File: src/rtl/core/prt_pkg.sv
// Package for the pending request tracker: field widths, codes, state and
// command/status types shared by the controller and datapath.
// No dependencies.
package prt_pkg;

  localparam int CAPACITY_DEF = 32;
  localparam int MAX_RESULTS  = 32;
  localparam int HANDLE_W     = 32;
  localparam int OPC_W        = 8;
  localparam int KIND_W       = 3;
  localparam int ID_W         = 64;
  localparam int SEC_W        = 32;
  localparam int TOTAL_W      = 6;
  localparam int FLUSH_W      = $clog2(MAX_RESULTS + 1);

  typedef enum logic [1:0] {
    OP_PUT   = 2'd0,
    OP_GET   = 2'd1,
    OP_TMO   = 2'd2,
    OP_FLUSH = 2'd3
  } op_t;

  typedef enum logic [1:0] {
    ST_OK   = 2'd0,
    ST_NONE = 2'd1,
    ST_FULL = 2'd2,
    ST_BAD  = 2'd3
  } status_t;

  typedef enum logic [1:0] {
    SM_FREE = 2'd0,
    SM_FIND = 2'd1,
    SM_DEC  = 2'd2
  } scan_mode_t;

  typedef enum logic [2:0] {
    S_IDLE     = 3'd0,
    S_CLASSIFY = 3'd1,
    S_SCAN     = 3'd2,
    S_JUDGE    = 3'd3,
    S_REMOVE   = 3'd4,
    S_DEC      = 3'd5,
    S_EMIT     = 3'd6
  } state_t;

  typedef struct packed {
    logic [HANDLE_W-1:0] handle;
    logic [OPC_W-1:0]    op_code;
    logic [KIND_W-1:0]   kind;
    logic [ID_W-1:0]     call_id;
    logic [SEC_W-1:0]    saved_sec;
  } entry_t;

  typedef struct packed {
    logic       latch_req;
    logic       scan_start;
    scan_mode_t scan_mode;
    logic       scan_en;
    logic       do_put;
    logic       do_remove;
    logic       out_load;
    status_t    out_status;
    logic       out_entry;
    logic       out_flush_last;
  } cmd_t;

  typedef struct packed {
    op_t  op;
    logic kind_bad;
    logic scan_done;
    logic found;
    logic expired;
    logic last;
  } sts_t;

endpackage

File: src/rtl/core/prt_ctrl.sv
// Sequencing state machine of the pending request tracker.
// Drives datapath commands from datapath status. Depends on prt_pkg.
module prt_ctrl (
  input  logic          clk,
  input  logic          rst_n,
  input  logic          in_valid,
  output logic          in_ready,
  output logic          out_valid,
  input  logic          out_ready,
  input  prt_pkg::sts_t sts,
  output prt_pkg::cmd_t cmd
);
  import prt_pkg::*;

  state_t state_r, state_nxt;
  logic   remove_ok;

  assign remove_ok = ((sts.op == OP_GET || sts.op == OP_FLUSH) && sts.found) ||
                     (sts.op == OP_TMO && sts.found && sts.expired);

  always_ff @(posedge clk) begin
    if (!rst_n) begin
      state_r <= S_IDLE;
    end else begin
      state_r <= state_nxt;
    end
  end

  always_comb begin
    state_nxt = state_r;
    unique case (state_r)
      S_IDLE:     if (in_valid) state_nxt = S_CLASSIFY;
      S_CLASSIFY: state_nxt = sts.kind_bad ? S_EMIT : S_SCAN;
      S_SCAN:     if (sts.scan_done) state_nxt = S_JUDGE;
      S_JUDGE: begin
        if (sts.op == OP_PUT || !remove_ok) state_nxt = S_EMIT;
        else state_nxt = S_REMOVE;
      end
      S_REMOVE:   state_nxt = S_DEC;
      S_DEC:      if (sts.scan_done) state_nxt = S_EMIT;
      S_EMIT: begin
        if (out_ready) state_nxt = (sts.op == OP_FLUSH && !sts.last) ? S_REMOVE : S_IDLE;
      end
      default:    state_nxt = S_IDLE;
    endcase
  end

  always_comb begin
    cmd            = '0;
    cmd.scan_mode  = SM_FIND;
    cmd.out_status = ST_OK;
    in_ready       = 1'b0;
    out_valid      = 1'b0;
    unique case (state_r)
      S_IDLE: begin
        in_ready      = 1'b1;
        cmd.latch_req = in_valid;
      end
      S_CLASSIFY: begin
        if (sts.kind_bad) begin
          cmd.out_load   = 1'b1;
          cmd.out_status = ST_BAD;
        end else begin
          cmd.scan_start = 1'b1;
          cmd.scan_mode  = (sts.op == OP_PUT) ? SM_FREE : SM_FIND;
        end
      end
      S_SCAN: cmd.scan_en = 1'b1;
      S_JUDGE: begin
        if (sts.op == OP_PUT) begin
          cmd.out_load   = 1'b1;
          cmd.do_put     = sts.found;
          cmd.out_status = sts.found ? ST_OK : ST_FULL;
        end else if (!remove_ok) begin
          cmd.out_load   = 1'b1;
          cmd.out_status = ST_NONE;
        end
      end
      S_REMOVE: begin
        cmd.do_remove  = 1'b1;
        cmd.scan_start = 1'b1;
        cmd.scan_mode  = SM_DEC;
      end
      S_DEC: begin
        cmd.scan_en = 1'b1;
        if (sts.scan_done) begin
          cmd.out_load       = 1'b1;
          cmd.out_entry      = 1'b1;
          cmd.out_flush_last = (sts.op == OP_FLUSH);
        end
      end
      S_EMIT: out_valid = 1'b1;
      default: ;
    endcase
  end

endmodule

File: config.mk
export PLATFORM = sky130hd
export DESIGN_NAME = prt_ctrl
export DESIGN_NICKNAME = d
export VERILOG_FILES = /design/src/rtl/core/prt_pkg.sv /design/src/rtl/core/prt_ctrl.sv
export SDC_FILE = /design/constraint.sdc
export NUM_CORES = 1
export LEC_CHECK = 0
export BUFFER_PORTS_ARGS = -buffer_cell sky130_fd_sc_hd__buf_2
export CORE_AREA = 2 2 39 41
export CTS_BUF_LIST = sky130_fd_sc_hd__clkbuf_16
export DETAILED_ROUTE_END_ITERATION = 8
export DIE_AREA = 0 0 41 43
export PLACE_DENSITY_LB_ADDON = 0.2
export SYNTH_ARGS = -nofsm -noshare
export SYNTH_HDL_FRONTEND = slang
export SYNTH_SLANG_ARGS = --single-unit
File: constraint.sdc
create_clock -name clk -period 2.8 [get_ports clk]
set_clock_uncertainty 0.1 [all_clocks]
set_input_delay 0.14 -clock clk [delete_from_list [all_inputs] [get_ports clk]]
set_output_delay 0.14 -clock clk [all_outputs]
set_load 0.005 [all_outputs]
==> results of run 1 <==
## cells in the mapped netlist
cell,count
o21ai_1,2
o21ai_0,3
a21oi_2,1
inv_1,4
a21boi_1,1
o22ai_1,1
nand2b_1,3
and2_1,1
nor2b_1,2
o31ai_1,1
a21oi_1,4
nor3_1,4
dfxtp_1,3
nand3_1,3
a31oi_1,1
nor2_1,9
a32oi_1,1
nand4b_1,1
or3b_1,1
o221ai_1,1
buf_2,2
o21a_1,1
buf_4,1
nand2_1,5
## cell families (layout without fill, tap and decap cells)
family | after synthesis | in the layout | synth area share, %
compound gates | 17 | 17 | 31.1
simple gates | 29 | 29 | 41.8
flops | 3 | 3 | 17.6
buf+inv | 7 | 32 | 9.52
## per-stage QoR
stage               setup slack (ns)  total power [mW]
finish                          1.05             0.364
global placement                1.31             0.143
detailed placement              1.27             0.144
floorplan                       1.61             0.112
global route                   0.954             0.386
CTS                             1.04             0.371
## per-layer routing
metal  wire length, um  up-vias  track usage [%]
met2               481       12             16.6
met3                48        0             3.14
met4                 0        0             6.00
met5                 0        -                0
li1                  -      245                -
met1               467      206             14.7
## final cells by class
cell class,count,area [sq um]
Clock buffer,3,75.1
Clock inverter,1,3.75
Fill cell,163,841
Inverter,4,15.0
Multi-Input combinational cell,46,249
Sequential cell,3,60.1
Tap cell,16,20.0
Timing Repair Buffer,24,120
## where the power goes
group          switching, mW  leakage (nW)  internal (mW)
registers             0.0179        0.0247         0.0485
logic                 0.0375         0.205         0.0387
clock network         0.0374        0.0423          0.184
## worst max-delay path by stage
| stage | startpoint | cells past startpoint | endpoint |
|---|---|---|---|
| 3_5_place_dp | state_r[0] | 4 | cmd[8] |
| 4_1_cts | state_r[0] | 4 | cmd[8] |
| 5_1_grt | state_r[1] | 4 | cmd[4] |
| 2_1_floorplan | state_r[0] | 3 | cmd[8] |
| 6_report | state_r[0] | 4 | cmd[8] |
| 3_3_place_gp | state_r[0] | 4 | cmd[8] |
==> summary.md, run 1 <==
| Metric | Value |
|---|---|
| Status | finished, final reports clean |
| Required @ worst endpoint | 2.56 ns |
| Most frequent cells in the layout | buf_2 (24), nor2_1 (9), inv_1 (5), nand2_1 (5) |
| WHS Endpoint | state_r[0] |
| RSZ-0062 raised after global routing | no |
| Initial antenna violation count | 0 |
| CTS buffer count | 3 |
| ANT nets after route | 0 |
| Slew @ Worst Pin | 0.495 ns |
| Routability cong. | 0.778 |
| # rows | 14 |
| Drt first pass iters | 4 |
| Worst-path clk slew | 0.03 ns |
| Most common cell after layout, fill and taps aside | buf_2 |
| Core area | 1380 sq um |
| Num ports | 25 |
| Non-filler cells in the finished layout | 97 |
| HP Class | in -> reg |
| Largest net degree at the start of global routing | 17 |
| Layout cells sized above 1 | 34.6% |
| Reg2Reg Depth | 3 |
| CP Data Arrival Time | 1.51 ns |
| Yosys warns | 0 |
| Yosys cell types | 24 |
| Hold path startpoint | rst_n |
| Power density cells | 670 nW/um^2 |
| Max VDD drop | 0.000399 V |
| DP Wirelength | 747 um |
| Final instance area | 543 sq um |
| Mapped Area | 342 sq um |
| Clock Latency Late Sink | 0.22 ns |
| DP Area | 464 sq um |
| Vias in the first global route | 348 |
| Rel. slew slack | 67.0% |
| Clk buf depth | 2 |
| LEAKAGE | 0.272 nW |
| Fin crit share | 62.6% |
| Layout Utilization | 39.2% |
| Buf/Inv on CP | 1 |
| Crit Reg-Reg Endpoint | state_r[1] |
| Avg Vias per Cell | 4.77 |
| Delay-heaviest family, CP | flip-flops |
| Starting density of the core | 24.7% |
| Max FFs per register | 3 |
| IO buf count | 24 |
| Hold Crit Depth | 2 |
| Top cell type's share of synthesized area | 17.6% |
| Max Cap Viol | 0 |
| Largest regs | state_r x3 |
| Drt wl/cell | 10.3 um |
| Ant. Diodes | 0 |
| Setup-failing EPs final | 0 |
| DIE AREA | 1760 sq um |
| Number of synthesized register bits | 3 |
| DRC Markers | 0 |
| Largest stage delay, worst path | 0.54 ns |
| Final hold viol count | 0 |
| R2R Setup Slk | 1.53 ns |
| Detailed Route WL | 997 um |
| Crit Path Class | reg -> out |
| Hold_ws | 0.0974 ns |
| Critical Path Fanout Max | 14 |
| Ranking of synthesized cells by area | dfxtp_1 (18%), nor2_1 (9.9%), a21oi_1 (5.9%) |
| First-pass GRT wire length | 1380 um |
| Placed Cells | 93 |
| Min cycle time layout | 1.75 ns |
| H-tree depth | 1 |
| Die width | 41 um |
| Clock root cell | clkbuf_16 |
| Cts repair resizes | 0 |
| Worst r2r src | state_r[0] |
| DR iter-0 viols | 7 |
| Slew Viols, Final | 0 |
| # nets final | 93 |
| Area Overhead vs Synth | 59.0% |
| CTS tree | done |
| Via Count | 463 |
| Final TNS setup | 0 ns |
| Die H | 43 um |
| # Post-CTS Setup Buffers | 0 |
| Syn_nets | 67 |
| Sequential share of the synthesized area | 17.6% |
| Biggest register | state_r |
| CP Launch Type | flip-flop |
| F_max | 571 MHz |
| Num Clock Sinks | 3 |
| Cell taking the most area after synthesis | dfxtp_1 |
| Mean Syn Cell Area | 6.10 sq um |
| All-Layer GR Usage | 11.4% |
| Gr ovfl total | 0 |
| Hold-fix buffers at CTS | 0 |
| Critical path's slowest cell | dfxtp_1 |
| CP Capture Type | output port |
| Crit-path cells | or3b_1, a21oi_2, o21ai_1, buf_2 |
| Synth Instances | 56 |
Note: power is estimated with default switching activity, not from simulation.
==> run 2, diff against run 1 <==
==> constraint.sdc (replaced) <==
create_clock -name clk -period 1.8 [get_ports clk]
set_clock_uncertainty 0.1 [all_clocks]
set_input_delay 0.09 -clock clk [delete_from_list [all_inputs] [get_ports clk]]
set_output_delay 0.09 -clock clk [all_outputs]
set_load 0.005 [all_outputs]
==> run 2 against run 1 <==
Against the previous run:
- sequential cell count unchanged
- register-to-register slack worse by 1.0 ns
- worst hold slack lost 0.054 ns
- sequential share of layout area fell by 0.30 points
- die area is the same
- clock-buffer cell count unchanged
- first-iteration DRC count fell by 57%
- critical path type unchanged
- largest power group unchanged
==> summary.md, run 2 (synthesis results as in run 1) <==
| Metric | Value |
|---|---|
| Detailed Route WL | 998 um (was 997 um) |
| Critical Path Fanout Max | 13 (was 14) |
| Switching share of power | 25.5% (about the same) |
| Crit-path cells | or3b_1, a21oi_2, o21ai_1, buf_2 (unchanged) |
| # nets final | 95 (was 93) |
| RSZ-0062 raised after global routing | no (unchanged) |
| Worst path depth | 4 (unchanged) |
| Num Clock Sinks | 3 (unchanged) |
| Gr ovfl total | 0 (unchanged) |
| Final TNS setup | 0 ns (unchanged) |
| Clock root cell | clkbuf_16 (unchanged) |
| Min cycle time layout | 1.59 ns |
| Worst-path clk slew | 0.03 ns (about the same) |
| First-pass GRT wire length | 1440 um (was 1380 um) |
| Worst setup path endpoint | cmd[8] (unchanged) |
| Crit Path Class | reg -> out (unchanged) |
| Core area | 1380 sq um (unchanged) |
| # Post-CTS Setup Buffers | 0 (unchanged) |
| Power density cells | 1030 nW/um^2 (was 670 nW/um^2) |
| H-tree depth | 1 (unchanged) |
| IO buf count | 24 (unchanged) |
| Most frequent cells in the layout | buf_2 (24), nor2_1 (9), inv_1 (5), nand2_1 (5) (unchanged) |
| Pre-CTS WS | 0.440 ns (was 1.27 ns) |
| # rows | 14 (unchanged) |
| Via Count | 456 (was 463) |
| Vias in the first global route | 365 (was 348) |
| CP Launch Type | flip-flop (unchanged) |
| Fin worst setup slack | 0.212 ns (was 1.05 ns) |
| Num ports | 25 (unchanged) |
| Share of power burned in registers | 16.8% (was 18.2%) |
| Reg2Reg Depth | 4 (was 3) |
| Clk buf depth | 2 (unchanged) |
| Status | finished, final reports clean (unchanged) |
| CP Launch Point | state_r[2] (was state_r[0]) |
| DP Wirelength | 749 um (was 747 um) |
| Power share of the combinational group | 23.3% (was 20.9%) |
| CP Capture Type | output port (unchanged) |
| Placed Cells | 95 (was 93) |
| Drt wl/cell | 10.1 um (was 10.3 um) |
| Die H | 43 um (unchanged) |
| DRC Markers | 0 (unchanged) |
| Delay-heaviest family, CP | simple AND/OR/NAND/NOR gates (was flip-flops) |
| Slew @ Worst Pin | 0.379 ns (was 0.495 ns) |
| Most common cell after layout, fill and taps aside | buf_2 (unchanged) |
| Ant. Diodes | 0 (unchanged) |
| Largest regs | state_r x3 (unchanged) |
| HP Class | in -> reg (unchanged) |
| Area Overhead vs Synth | 63.4% (was 59.0%) |
| Largest net degree at the start of global routing | 14 (was 17) |
| Internal power | 0.429 mW (was 0.271 mW) |
| Avg Vias per Cell | 4.61 (was 4.77) |
| Drt first pass iters | 3 (was 4) |
| DR iter-0 viols | 3 (was 7) |
| Starting density of the core | 24.7% (unchanged) |
| Max Cap Viol | 0 (unchanged) |
| Cts repair resizes | 0 (unchanged) |
| Buf/Inv on CP | 1 (unchanged) |
| Critical path's slowest cell | or3b_1 (was dfxtp_1) |
| Worst r2r src | state_r[1] (was state_r[0]) |
| Hold_ws | 0.0434 ns (was 0.0974 ns) |
| Non-filler cells in the finished layout | 99 (was 97) |
| Required @ worst endpoint | 1.61 ns (was 2.56 ns) |
| Layout Utilization | 40.3% (was 39.2%) |
| CTS tree | done (unchanged) |
| Initial antenna violation count | 0 (unchanged) |
| LEAKAGE | 0.282 nW (was 0.272 nW) |
| Hold-fix buffers at CTS | 0 (unchanged) |
| Final hold viol count | 0 (unchanged) |
| Clock power share | 60.0% (was 60.8%) |
| Sw power | 0.147 mW (was 0.0928 mW) |
| Setup-failing EPs final | 0 (unchanged) |
| Rel. slew slack | 74.7% (was 67.0%) |
| Fin crit share | 88.2% |
| All-Layer GR Usage | 12.2% (was 11.4%) |
| R2R Setup Slk | 0.51 ns (was 1.53 ns) |
| Crit Reg-Reg Endpoint | state_r[1] (unchanged) |
| Layout cells sized above 1 | 36.1% (was 34.6%) |
| CTS buffer count | 3 (unchanged) |
| Clock Latency Late Sink | 0.22 ns (about the same) |
| CP Data Arrival Time | 1.40 ns (was 1.51 ns) |
| Biggest register | state_r (unchanged) |
| Largest stage delay, worst path | 0.42 ns (was 0.54 ns) |
| ANT nets after route | 0 (unchanged) |
| F_max | 630 MHz |
| Final instance area | 558 sq um (was 543 sq um) |
| DIE AREA | 1760 sq um (unchanged) |
| Hold path startpoint | rst_n (unchanged) |
| Die width | 41 um (unchanged) |
| DP Area | 479 sq um (was 464 sq um) |
| Routability cong. | 0.751 (was 0.778) |
| Max FFs per register | 3 (unchanged) |
| Fillcell total | 157 (was 163) |
| Max VDD drop | 0.000548 V (was 0.000399 V) |
| Design Power | 0.576 mW (was 0.364 mW) |
| Slew Viols, Final | 0 (unchanged) |
## run 2: power groups by stage
stage               Combinational (mW)  Clock, mW  Sequential [mW]
floorplan                       0.0912          0           0.0835
global placement                 0.135          0           0.0964
detailed placement               0.134          0           0.0972
CTS                              0.135      0.356           0.0961
global route                     0.152      0.362           0.0991
finish                           0.134      0.345           0.0964
## run 2: worst register-to-register path: stages (launching register included)
cell and delay, ns:
dfxtp_1 0.54, buf_4 0.22, nand4b_1 0.12, o21ai_1 0.15, nor3_1 0.06
## run 2: how the worst min path moves through the flow
stage                            end  slack [ns]  cells after the start
after global routing      state_r[2]        0.05                      3
after detailed placement  state_r[2]        0.27                      3
final                     state_r[2]        0.04                      3
after floorplan               cmd[6]        0.11                      1
after global placement    state_r[2]        0.27                      3
after CTS                 state_r[2]        0.04                      3
## run 2: cell type report
cell class / instances / area, sq um / area share (%)
timing repair buffer: 26 / 135 / 24.2
sequential: 3 / 60.1 / 10.8
clock buffer: 3 / 75.1 / 13.5
inverter: 4 / 15.0 / 2.69
clock inverter: 1 / 3.75 / 0.673
multi-input combinational: 46 / 249 / 44.6
tap: 16 / 20.0 / 3.59
## run 2: routing by layer
metal	part of all wire (%)	vias to the layer above	global-route usage (%)
li1	-	252	-
met4	0	0	10.0
met3	4.0	0	3.14
met2	47	10	17.2
met5	0	-	0
met1	48	194	14.7
